File: src/hw/rtl/pdd_pkg.sv
package pdd_pkg;

  localparam int COUNT_WIDTH = 16;
  localparam int REL_WIDTH   = 14;   // release delay after the x64 option
  localparam int CFG_WIDTH   = 16;
  localparam int INDEX_WIDTH = 3;

  localparam logic [COUNT_WIDTH-1:0] COUNT_MAX = {COUNT_WIDTH{1'b1}};
  localparam logic [7:0] ERROR_MAX = 8'd255;

  // release delay from the filter: (925 - filt) / 4, at least 1
  localparam logic [9:0] POT_SPAN       = 10'd925;
  localparam logic [9:0] POT_CLAMP_AT   = 10'd920;
  localparam logic [9:0] FIXED_LIMIT    = 10'd512;
  localparam int         LONG_SHIFT     = 6;

  typedef enum logic [INDEX_WIDTH-1:0] {
    REG_DETECT_THRESHOLD = 3'd0,
    REG_ASSERT_DELAY     = 3'd1,
    REG_RELEASE_FROM_POT = 3'd2,
    REG_FIXED_RELEASE    = 3'd3,
    REG_SLOW_RELEASE     = 3'd4,
    REG_LINE_MODE        = 3'd5
  } reg_index_t;

  localparam logic [1:0] LINE_COMPLEMENT = 2'd0;
  localparam logic [1:0] LINE_FOLLOW     = 2'd1;
  localparam logic [1:0] LINE_PULSE      = 2'd2;
  localparam logic [1:0] LINE_SPARE      = 2'd3;   // acts as complementary

  localparam logic [15:0] RST_DETECT_THRESHOLD = 16'h0300;
  localparam logic [7:0]  RST_ASSERT_DELAY     = 8'd1;
  localparam logic        RST_RELEASE_FROM_POT = 1'b1;
  localparam logic [7:0]  RST_FIXED_RELEASE    = 8'd10;
  localparam logic        RST_SLOW_RELEASE     = 1'b0;
  localparam logic [1:0]  RST_LINE_MODE        = LINE_COMPLEMENT;

  typedef struct packed {
    logic [15:0] detect_threshold;
    logic [7:0]  assert_delay;
    logic        release_from_pot;
    logic [7:0]  fixed_release;
    logic        slow_release;
    logic [1:0]  line_mode;
  } cfg_t;

  typedef struct packed {
    logic [9:0]  pot_sample;
    logic [15:0] proximity;
    logic        sensor_ack;
  } in_word_t;

  typedef struct packed {
    logic       detected;
    logic       line_present;
    logic       line_absent;
    logic       reinit_request;
    logic [9:0] filtered_level;
  } out_word_t;

endpackage

File: src/hw/rtl/pdd_cfg_regs.sv
module pdd_cfg_regs (
  input  logic                             clk,
  input  logic                             rst,
  input  logic                             cfg_write,
  input  logic [pdd_pkg::INDEX_WIDTH-1:0]  cfg_index,
  input  logic [pdd_pkg::CFG_WIDTH-1:0]    cfg_data,
  output pdd_pkg::cfg_t                    cfg
);
  import pdd_pkg::*;

  always_ff @(posedge clk) begin
    if (rst) begin
      cfg.detect_threshold <= RST_DETECT_THRESHOLD;
      cfg.assert_delay     <= RST_ASSERT_DELAY;
      cfg.release_from_pot <= RST_RELEASE_FROM_POT;
      cfg.fixed_release    <= RST_FIXED_RELEASE;
      cfg.slow_release     <= RST_SLOW_RELEASE;
      cfg.line_mode        <= RST_LINE_MODE;
    end else if (cfg_write) begin
      case (cfg_index)
        REG_DETECT_THRESHOLD: cfg.detect_threshold <= cfg_data;
        REG_ASSERT_DELAY:     cfg.assert_delay     <= cfg_data[7:0];
        REG_RELEASE_FROM_POT: cfg.release_from_pot <= cfg_data[0];
        REG_FIXED_RELEASE:    cfg.fixed_release    <= cfg_data[7:0];
        REG_SLOW_RELEASE:     cfg.slow_release     <= cfg_data[0];
        REG_LINE_MODE:        cfg.line_mode        <= cfg_data[1:0];
        default: ;
      endcase
    end
  end

endmodule

File: src/hw/rtl/pdd_filter.sv
module pdd_filter (
  input  logic                            clk,
  input  logic                            rst,
  input  logic                            step,
  input  logic [9:0]                      sample,
  input  pdd_pkg::cfg_t                   cfg,
  output logic [9:0]                      filt_next,
  output logic [pdd_pkg::REL_WIDTH-1:0]   release_delay
);
  import pdd_pkg::*;

  logic [9:0]         filt;
  logic signed [10:0] diff;
  logic signed [10:0] quot;
  logic signed [10:0] sum;
  logic [9:0]         span;
  logic [7:0]         rel_base;

  always_comb begin
    diff = $signed({1'b0, sample}) - $signed({1'b0, filt});
    // divide by 4 rounding toward zero
    quot = diff[10] ? ((diff + 11'sd3) >>> 2) : (diff >>> 2);
    sum  = $signed({1'b0, filt}) + quot;
    filt_next = sum[9:0];

    span = POT_SPAN - filt_next;
    if (cfg.release_from_pot) begin
      rel_base = (filt_next > POT_CLAMP_AT) ? 8'd1 : span[9:2];
    end else begin
      rel_base = (filt_next > FIXED_LIMIT) ? 8'd0 : cfg.fixed_release;
    end

    if (cfg.slow_release) begin
      release_delay = REL_WIDTH'({rel_base, {LONG_SHIFT{1'b0}}});
    end else begin
      release_delay = REL_WIDTH'(rel_base);
    end
  end

  always_ff @(posedge clk) begin
    if (rst) begin
      filt <= '0;
    end else if (step) begin
      filt <= filt_next;
    end
  end

endmodule

File: src/hw/rtl/pdd_debounce.sv
module pdd_debounce (
  input  logic                           clk,
  input  logic                           rst,
  input  logic                           step,
  input  logic [15:0]                    proximity,
  input  logic                           sensor_ack,
  input  logic [pdd_pkg::REL_WIDTH-1:0]  release_delay,
  input  pdd_pkg::cfg_t                  cfg,
  output logic                           detected,
  output logic                           line_present,
  output logic                           line_absent,
  output logic                           reinit_request
);
  import pdd_pkg::*;

  logic [COUNT_WIDTH-1:0] hold_count;
  logic [COUNT_WIDTH-1:0] hold_count_next;
  logic [COUNT_WIDTH-1:0] hold_inc;
  logic                   detect_flag;
  logic                   detect_flag_next;
  logic [7:0]             error_count;
  logic [7:0]             error_count_next;
  logic                   present_line;
  logic                   present_line_next;
  logic                   absent_line;
  logic                   absent_line_next;
  logic                   present;

  always_comb begin
    present  = proximity >= cfg.detect_threshold;
    hold_inc = (hold_count == COUNT_MAX) ? hold_count : hold_count + 1'b1;

    detect_flag_next = detect_flag;
    hold_count_next  = '0;
    if (!sensor_ack) begin
      error_count_next = (error_count == ERROR_MAX) ? error_count : error_count + 1'b1;
      detect_flag_next = 1'b0;
    end else begin
      error_count_next = '0;
      if (!detect_flag && present) begin
        if (hold_inc > COUNT_WIDTH'(cfg.assert_delay)) begin
          detect_flag_next = 1'b1;
        end else begin
          hold_count_next = hold_inc;
        end
      end else if (detect_flag && !present) begin
        if (hold_inc > COUNT_WIDTH'(release_delay)) begin
          detect_flag_next = 1'b0;
        end else begin
          hold_count_next = hold_inc;
        end
      end
    end
  end

  always_comb begin
    present_line_next = present_line;
    absent_line_next  = absent_line;
    case (cfg.line_mode)
      LINE_FOLLOW: begin
        present_line_next = detect_flag_next;
        absent_line_next  = detect_flag_next;
      end
      LINE_PULSE: begin
        // a change raises one line and leaves the other alone
        if (detect_flag != detect_flag_next) begin
          if (detect_flag) begin
            absent_line_next = 1'b1;
          end else begin
            present_line_next = 1'b1;
          end
        end else begin
          present_line_next = 1'b0;
          absent_line_next  = 1'b0;
        end
      end
      default: begin
        present_line_next = detect_flag_next;
        absent_line_next  = !detect_flag_next;
      end
    endcase
  end

  assign detected       = detect_flag_next;
  assign line_present   = present_line_next;
  assign line_absent    = absent_line_next;
  assign reinit_request = error_count != '0;

  always_ff @(posedge clk) begin
    if (rst) begin
      hold_count   <= '0;
      detect_flag  <= 1'b0;
      error_count  <= '0;
      present_line <= 1'b0;
      absent_line  <= 1'b1;
    end else if (step) begin
      hold_count   <= hold_count_next;
      detect_flag  <= detect_flag_next;
      error_count  <= error_count_next;
      present_line <= present_line_next;
      absent_line  <= absent_line_next;
    end
  end

endmodule

File: src/hw/rtl/proximity_detect_debouncer_unit.sv
// Proximity detector with asymmetric debounce. Each word is one sensor tick;
// the unit takes one word per clock while no result is stalled and returns one
// result word per tick, in order. An accepted word is loaded into the input
// register; the filter/debounce update then writes the result register once no
// earlier result is stalled. Sustained rate is one word per cycle when the
// output is not stalled, set by the combinational state update between the
// two registers. A stalled result holds the input register; a new word is
// still taken while a result waits, until both stages are full.
// Configuration registers are written through cfg_write/cfg_index.
module proximity_detect_debouncer_unit (
  input  logic                             clk,
  input  logic                             rst,
  input  logic                             in_valid,
  output logic                             in_stall,
  input  pdd_pkg::in_word_t                in_word,
  output logic                             out_valid,
  input  logic                             out_stall,
  output pdd_pkg::out_word_t               out_word,
  input  logic                             cfg_write,
  input  logic [pdd_pkg::INDEX_WIDTH-1:0]  cfg_index,
  input  logic [pdd_pkg::CFG_WIDTH-1:0]    cfg_data
);
  import pdd_pkg::*;

  cfg_t                   cfg;
  in_word_t               in_reg;
  logic                   in_full;
  logic                   advance;
  logic                   step;
  logic [9:0]             filt_next;
  logic [REL_WIDTH-1:0]   release_delay;
  out_word_t              result;

  assign advance  = !out_valid || !out_stall;
  assign step     = in_full && advance;
  assign in_stall = in_full && !advance;

  pdd_cfg_regs u_cfg (
    .clk       (clk),
    .rst       (rst),
    .cfg_write (cfg_write),
    .cfg_index (cfg_index),
    .cfg_data  (cfg_data),
    .cfg       (cfg)
  );

  pdd_filter u_filter (
    .clk           (clk),
    .rst           (rst),
    .step          (step),
    .sample        (in_reg.pot_sample),
    .cfg           (cfg),
    .filt_next     (filt_next),
    .release_delay (release_delay)
  );

  pdd_debounce u_debounce (
    .clk            (clk),
    .rst            (rst),
    .step           (step),
    .proximity      (in_reg.proximity),
    .sensor_ack     (in_reg.sensor_ack),
    .release_delay  (release_delay),
    .cfg            (cfg),
    .detected       (result.detected),
    .line_present   (result.line_present),
    .line_absent    (result.line_absent),
    .reinit_request (result.reinit_request)
  );

  assign result.filtered_level = filt_next;

  always_ff @(posedge clk) begin
    if (rst) begin
      in_full <= 1'b0;
    end else if (in_valid && !in_stall) begin
      in_full <= 1'b1;
    end else if (step) begin
      in_full <= 1'b0;
    end
  end

  always_ff @(posedge clk) begin
    if (in_valid && !in_stall) begin
      in_reg <= in_word;
    end
  end

  always_ff @(posedge clk) begin
    if (rst) begin
      out_valid <= 1'b0;
    end else if (step) begin
      out_valid <= 1'b1;
    end else if (!out_stall) begin
      out_valid <= 1'b0;
    end
  end

  always_ff @(posedge clk) begin
    if (step) begin
      out_word <= result;
    end
  end

endmodule

File: config.mk
export PLATFORM = sky130hd
export DESIGN_NAME = proximity_detect_debouncer_unit
export DESIGN_NICKNAME = d
export VERILOG_FILES = /design/src/hw/rtl/pdd_pkg.sv /design/src/hw/rtl/pdd_cfg_regs.sv /design/src/hw/rtl/pdd_filter.sv /design/src/hw/rtl/pdd_debounce.sv /design/src/hw/rtl/proximity_detect_debouncer_unit.sv
export SDC_FILE = /design/constraint.sdc
export NUM_CORES = 1
export LEC_CHECK = 0
export ABC_AREA = 1
export BUFFER_PORTS_ARGS = -buffer_cell sky130_fd_sc_hd__buf_4
export CORE_AREA = 2 2 139 141
export CTS_BUF_LIST = sky130_fd_sc_hd__clkbuf_8 sky130_fd_sc_hd__clkbuf_16
export DETAILED_ROUTE_END_ITERATION = 8
export DIE_AREA = 0 0 141 143
export PLACE_DENSITY = 0.63
export SLEW_MARGIN = 20
export SYNTH_ARGS = -nofsm -noshare
export SYNTH_HDL_FRONTEND = slang
export SYNTH_SLANG_ARGS = --single-unit
export TNS_END_PERCENT = 50
File: constraint.sdc
create_clock -name clk -period 6.4 [get_ports clk]
set_input_delay 1.6 -clock clk [delete_from_list [all_inputs] [get_ports clk]]
set_output_delay 1.6 -clock clk [all_outputs]
set_load 0.02 [all_outputs]
After elaboration in Yosys (flattened, before gate mapping)
Cells that the tools add are included.
{"block": "classes", "reduce_logical": 23, "n_eq_ne": 12, "muxes": 28, "magnitude_cmp": 5, "addsub": 6}
{"cell": "2-to-1 mux 16 bit", "count": 6}
{"cell": "2-to-1 mux 8 bit", "count": 5}
{"cell": "greater-than comparator 10 bit, second input constant", "count": 2}
{"cell": "adder 16 x 1 -> 16 bit, second input constant", "count": 1}
{"cell": "== test 16 bit, second input constant", "count": 1}
{"cell": "greater-or-equal comparator 16 bit", "count": 1}
{"cell": "greater-than comparator 16 x 14 -> 1 bit", "count": 1}
{"cell": "greater-than comparator 16 x 8 -> 1 bit", "count": 1}
{"cell": "2-to-1 mux 1 bit", "count": 14}
{"cell": "2-to-1 mux 14 bit", "count": 1}
{"cell": "AND reduction 2 bit", "count": 7}
{"cell": "adder 11 x 3 -> 11 bit, second input constant", "count": 1}
{"cell": "subtractor 10 x 10 -> 11 bit", "count": 1}
{"cell": "adder 10 bit", "count": 1}
{"cell": "2-to-1 mux 10 bit", "count": 1}
{"cell": "subtractor 10 bit, first input constant", "count": 1}
{"cell": "adder 8 x 1 -> 8 bit, second input constant", "count": 1}
{"cell": "== test 8 bit, second input constant", "count": 1}
{"cell": "nonzero test 8 bit", "count": 1}
{"cell": "zero test 1 bit", "count": 7}
{"cell": "== test 3 x 2 -> 1 bit, second input constant", "count": 2}
{"cell": "== test 3 bit, second input constant", "count": 2}
{"cell": "logical AND 1 bit", "count": 5}
{"cell": "== test 3 x 1 -> 1 bit, second input constant", "count": 1}
{"cell": "other kinds (9)", "count": 9}
{"block": "word_totals", "word_cells": 96, "input_bits": 51, "output_inout_bits": 16, "regBits": 116}

Longest topological paths before layout
{"block": "depth", "word_depth": 16, "depth_mapped": 50, "depth_no_buf": 50}

Cells and area by module
Synthesis repeated with hierarchy kept, for this count alone.
{"block": "hier_totals", "hier_cells": 1047, "hier_area_um2": 7733.7}
{"mod": "pdd_debounce", "seq_area_each_um2": 540.5, "area_per_inst_um2": 2849.0, "instances": 1, "cells_per_inst": 427}
{"mod": "pdd_filter", "seq_area_each_um2": 200.2, "area_per_inst_um2": 2040.7, "instances": 1, "cells_per_inst": 347}
{"mod": "pdd_cfg_regs", "seq_area_each_um2": 720.7, "area_per_inst_um2": 1521.5, "instances": 1, "cells_per_inst": 220}
{"mod": "proximity_detect_debouncer_unit", "seq_area_each_um2": 1271.2, "area_per_inst_um2": 1322.5, "instances": 1, "cells_per_inst": 53}

Least setup slack after synthesis
OpenSTA, ideal clock, no wires.
{"block": "synth_timing", "kind": "reg-to-reg", "from": "register in_reg[22] (netlist bit)", "to": "register out_word[11] (netlist bit) (data pin)", "t_required_ns": 6.144, "arrival_time_ns": 5.022, "synth_period_minus_slack_ns": 5.278, "setup_slack_ns": 1.122, "stages_incl_launch_ff": 43, "path_cell_list": "edfxtp_1 ha_1 a21o_1 a21oi_1 nand2_1 nand2_1 nand2_1 a21oi_4 inv_1 o21ai_0 nand2_1 inv_1 ha_1 inv_1 fa_1 nand3b_1 nand2_1 nand4_1 [7 not listed] nand2_2 nand3_1 nand2_1 ha_1 nand2_1 nor2_1 and2_1 nand2_1 nand3_1 nand2_1 nand2_1 nand2_1 nand2_2 a21oi_4 nand2_4 inv_1 nand2_1 a21boi_1"}
{"block": "synth_between", "elab_chain_len": 16, "word_cells_on_any_way": 20, "cone_classes": "add/sub (4); order compare (3); eq/ne (1); mux (11); reduce/logical (1)"}
{"item": "start, declared", "line": "proximity_detect_debouncer_unit.sv:26", "text": "in_word_t in_reg;"}
{"item": "start signal, assigned", "line": "proximity_detect_debouncer_unit.sv:85", "text": "in_reg <= in_word;"}
{"item": "subtractor 10 x 10 -> 11 bit (*)", "line": "pdd_filter.sv:20", "text": "diff = $signed({1'b0, sample}) - $signed({1'b0, filt});"}
{"item": "adder 11 x 3 -> 11 bit", "line": "pdd_filter.sv:22", "text": "quot = diff[10] ? ((diff + 11'sd3) >>> 2) : (diff >>> 2);"}
{"item": "2-to-1 mux 10 bit (*)", "line": "pdd_filter.sv:22"}
{"item": "adder 10 bit (*)", "line": "pdd_filter.sv:23", "text": "sum = $signed({1'b0, filt}) + quot;"}
{"item": "via filt_next[8]", "line": "proximity_detect_debouncer_unit.sv:30", "text": "logic [9:0] filt_next;"}
{"item": "subtractor 10 bit, or another cell as far along", "line": "pdd_filter.sv:26", "text": "span = POT_SPAN - filt_next;"}
{"item": "2-to-1 mux 8 bit, on equally long branches", "line": "pdd_filter.sv:28, pdd_filter.sv:30"}
{"item": "2-to-1 mux 8 bit (*)", "line": "pdd_filter.sv:27", "text": "if (cfg.release_from_pot) begin"}
{"item": "[3 not listed]"}
{"item": "2-to-1 mux 1 bit (*)", "line": "pdd_debounce.sv:46", "text": "end else if (detect_flag && !present) begin"}
{"item": "2-to-1 mux 1 bit (*)", "line": "pdd_debounce.sv:40", "text": "if (!detect_flag && present) begin"}
{"item": "2-to-1 mux 1 bit (*)", "line": "pdd_debounce.sv:35", "text": "if (!sensor_ack) begin"}
{"item": "via u_debounce.detected", "line": "pdd_debounce.sv:9", "text": "output logic detected,"}
{"item": "inequality test 1 bit", "line": "pdd_debounce.sv:66", "text": "if (detect_flag != detect_flag_next) begin"}
{"item": "2-to-1 mux 1 bit", "line": "pdd_debounce.sv:66"}
{"item": "one-hot mux 1 bit (2 select lines) (*)", "line": "pdd_debounce.sv:59", "text": "case (cfg.line_mode)"}
{"item": "via u_debounce.line_absent", "line": "pdd_debounce.sv:11", "text": "output logic line_absent,"}
{"item": "end signal, assigned", "line": "proximity_detect_debouncer_unit.sv:101", "text": "out_word <= result;"}
{"item": "end, declared", "line": "proximity_detect_debouncer_unit.sv:18", "text": "output pdd_pkg::out_word_t out_word,"}
The timed path passes the listed nets; every way through them passes the cells marked *.
A chain may end at the register's enable or synchronous reset.

Final worst setup path
{"block": "layout_timing", "from": "register in_reg[17] (netlist bit)", "to": "register out_word[11] (netlist bit) (data pin)"}
Same word-level chain as after synthesis.

==> insert_results.sql <==
INSERT INTO impl_metrics (metric_group, metric, value, unit) VALUES
('run_status', 'outcome', 'complete, no violations', ''),
('critical_path', 'cp.required', '6.56', 'ns'),
('timing', 'final_min_period_over_clock_period', '92.3', '%'),
('timing', 'maxSlewHeadroom', '31.1', '%'),
('synthesis', 'synth.top_cells.by_count', 'nand2_1, inv_1, a21oi_1, dfxtp_1, nor2_1', ''),
('synthesis', 'ys_types', '50', ''),
('synthesis', 'synth_edf_count', '41', ''),
('clocking', 'cts.htree.levels', '4', ''),
('clocking', 'cts.sinks', '116', ''),
('clocking', 'cts-buffers-inserted', '17', ''),
('global_routing', 'grt.overflow.total', '0', ''),
('timing', 'hold_viol_final', '0', ''),
('routing', 'drtAntennaViolNets', '0', ''),
('synthesis', 'synth_largest_area_cell', 'dfxtp_1', ''),
('synthesis', 'netlist_instances', '975', ''),
('synthesis', 'post_synth.cell_area_avg', '7.55', 'um^2'),
('placed_design', 'dpl-instance-area', '8090', 'um^2'),
('timing', 'max_slew.worst_pin.slew', '1.03', 'ns'),
('routing', 'route.vias.total', '6419', ''),
('routing', 'drt_drc_violations_left', '0', ''),
('cells_and_area', 'flow.area_growth_from_synthesis', '19.2', '%'),
('cells_and_area', 'final-instance-count-excl-fill', '1300', ''),
('critical_path', 'startpoint_type', 'register', ''),
('synthesis', 'synth.net_count', '1092', ''),
('timing', 'clock_period_minus_worst_slack', '5.91', 'ns'),
('global_routing', 'global_route.usage.total', '18.2', '%'),
('synthesis', 'synth_top_flop_cell', 'dfxtp_1', ''),
('power_and_ir_drop', 'power-per-cell-area', '305', 'nW/um^2'),
('global_routing', 'grt_antenna_before_repair', '0', ''),
('placed_design', 'io_buffer_count', '66', ''),
('routing', 'route.detailed.wl_per_inst', '13.3', 'um'),
('timing', 'finClkSkew', '0.00707', 'ns'),
('critical_path', 'critPathCaptureType', 'register', ''),
('routing', 'drt_first_pass_iters', '5', ''),
('critical_path', 'critPathArrivalTime', '6.07', 'ns'),
('placed_design', 'place_hpwl', '12900', 'um'),
('synthesis', 'synth-seq-area-share', '37.1', '%'),
('synthesis', 'synth_seq_cells', '116', ''),
('routing', 'wirelength', '17300', 'um'),
('synthesis', 'synth_top_cell_area_share', '20.4', '%'),
('floorplan', 'floorplan.die.width', '141', 'um'),
('timing', 'fmaxAchievable', '169', 'MHz'),
('clocking', 'worst_setup_hold_path_clk_slew', '0.06', 'ns'),
('synthesis', 'syn_area', '7360', 'um^2'),
('global_routing', 'grt_first_pass_wirelength', '29300', 'um'),
('critical_path', 'critical_path.most_common_cell', 'nand2_1', ''),
('cells_and_area', 'fin_nets', '1170', ''),
('synthesis', 'synth_area_leaders', 'dfxtp_1, edfxtp_1, nand2_1', ''),
('clocking', 'cts_tree', 'built', ''),
('routing', 'first_iter_violations', '354', ''),
('floorplan', 'ios', '67', ''),
('synthesis', 'post-synth-top-count-cell', 'nand2_1', ''),
('floorplan', 'core_area', '18600', 'um^2'),
('cells_and_area', 'antenna_cells', '0', ''),
('placed_design', 'globalplace.congestion', '0.901', ''),
('clocking', 'cts_root_buffer', 'clkbuf_16', ''),
('power_and_ir_drop', 'power', '2.67', 'mW'),
('floorplan', 'fp-row-count', '50', ''),
('cells_and_area', 'stdcell_area', '8770', 'um^2'),
('cells_and_area', 'post_route_cells_drive_above_1_share', '16.4', '%'),
('power_and_ir_drop', 'leak', '4.02', 'nW'),
('global_routing', 'grt_pass1_vias', '6146', ''),
('floorplan', 'dieHeight', '143', 'um'),
('hold_path', 'min-delay-path-class', 'reg2reg', ''),
('routing', 'post_drt_via_cell_ratio', '4.94', ''),
('cells_and_area', 'flip_flop_count_of_the_largest_register_after_layout', '36', ''),
('placed_design', 'placed_cells', '1261', ''),
('critical_path', 'max_stage_delay', '0.42', 'ns'),
('critical_path', 'timing_worst_setup_path_type', 'reg2reg', ''),
('timing', 'report.final.slew_viol_count', '0', ''),
('critical_path', 'critical_path_peak_fanout', '5', ''),
('floorplan', 'dieArea', '20200', 'um^2'),
('power_and_ir_drop', 'ir_worst_vdd', '0.000222', 'V'),
('critical_path', 'worst_path_max_delay_cell', 'fa_2', ''),
('clocking', 'worst_skew_pair.late_latency', '0.42', 'ns'),
('job', 'max_cap_viol_count', '0', ''),
('timing', 'final-setup-viol-count', '0', ''),
('synthesis', 'fraction_of_registers_with_async_set_reset', '0', '%'),
('global_routing', 'pin_count_of_the_biggest_net_entering_global_routing', '40', ''),
('clocking', 'max-clock-path-buffers', '2', ''),
('floorplan', 'initial_core_util', '39.6', '%'),
('synthesis', 'ys_warn_count', '0', ''),
('clocking', 'cts_hold_buffers', '0', '');
==> repair_timing <==
item                                    CTS  global route
setup buffers                             0             7
endpoints found under the setup margin    0            20
resized for setup                         0            17
==> final timing paths <==
path / start / endpoint / slack, ns / cells past startpoint
min: u_cfg.cfg[32] / u_cfg.cfg[32] / 0.46 / 2
min reg2reg: u_cfg.cfg[32] / u_cfg.cfg[32] / 0.46 / 2
max: in_reg[17] / out_word[11] / 0.49 / 44
max reg2reg: in_reg[17] / out_word[11] / 0.49 / 44
==> worst max-delay path: cells and delay by family, from the launching register on <==
kind | cells | cell delay (ns)
buf+inv | 5 | 0.39
xor+xnor | 1 | 0.22
fa+ha+maj | 5 | 1.45
simple gates | 29 | 2.63
compound gates | 4 | 0.63
flops | 1 | 0.32
==> cell families (layout without fill, tap and decap cells) <==
logic type                 Yosys count  count (layout)  synth area share (%)
AOI/OAI and AO/OA                  159             159                  12.2
and+or+nand+nor                    446             446                  28.1
DFF                                116             116                  37.1
buffers and inverters              169             260                  8.84
xor gates and xnor gates            19              19                  2.36
adders and majority gates           66              66                  11.4
==> through the flow <==
stage | worst slack (ns) | setup TNS [ns] | hold slack, ns | util (%)
after floorplan | 1.12 | 0 | 0.435 | -
after global placement | 0.343 | 0 | 0.450 | 43.6
after detailed placement | 0.355 | 0 | 0.454 | 43.6
after CTS | 0.290 | 0 | 0.464 | 46.6
after global routing | -0.0558 | -0.102 | 0.481 | 47.2
final | 0.491 | 0 | 0.460 | 47.2
==> cell usage in the layout, fill, tap and decap left out, types with 3 or more instances in the layout <==
| cell | netlist | layout |
|---|---|---|
| nand4_1 | 17 | 17 |
| nor3_1 | 9 | 9 |
| nor2_2 | 9 | 10 |
| nor2_1 | 69 | 68 |
| o21ai_2 | 4 | 4 |
| a21oi_1 | 82 | 79 |
| clkbuf_16 | 0 | 17 |
| xnor2_1 | 8 | 7 |
| xor2_1 | 10 | 10 |
| edfxtp_1 | 41 | 41 |
| nand3b_1 | 5 | 5 |
| a21o_1 | 5 | 5 |
| inv_1 | 146 | 146 |
| nand2_1 | 242 | 237 |
| clkinvlp_4 | 0 | 6 |
| nand2_2 | 7 | 12 |
| buf_4 | 1 | 77 |
| ha_1 | 64 | 62 |
| o211ai_1 | 3 | 3 |
| clkinv_1 | 2 | 3 |
| nand3_1 | 59 | 59 |
| o21ai_0 | 49 | 49 |
| nand3_2 | 13 | 13 |
| nand2_4 | 3 | 3 |
| dfxtp_1 | 75 | 75 |
| clkinv_2 | 0 | 4 |
| a21oi_2 | 2 | 5 |
| inv_2 | 3 | 4 |
==> where the power goes <==
| part | total [mW] | internal, mW | switching (mW) | leakage, nW |
|---|---|---|---|---|
| Clock | 0.917 | 0.566 | 0.351 | 0.266 |
| Combinational | 0.920 | 0.345 | 0.576 | 2.75 |
| Sequential | 0.836 | 0.818 | 0.0187 | 1.00 |
| Total | 2.67 | 1.73 | 0.946 | 4.02 |
==> metal layers <==
| layer | vias to the layer above | share of wire, % | global-route usage, % |
|---|---|---|---|
| met5 | - | 0 | 0 |
| met2 | 126 | 45 | 30.1 |
| met1 | 2918 | 50 | 24.0 |
| li1 | 3353 | - | - |
| met3 | 22 | 3.3 | 3.59 |
| met4 | 0 | 1.6 | 5.84 |
==> final cells by class <==
class	count	area, um^2
clock inverters	15	141
inverters	151	567
multi-input cells	690	4040
fillers	1834	9810
repair buffers	77	578
flip-flops and latches	116	2730
well taps	234	293
clock buffers	17	425
Note: power is estimated with default switching activity, not from simulation.
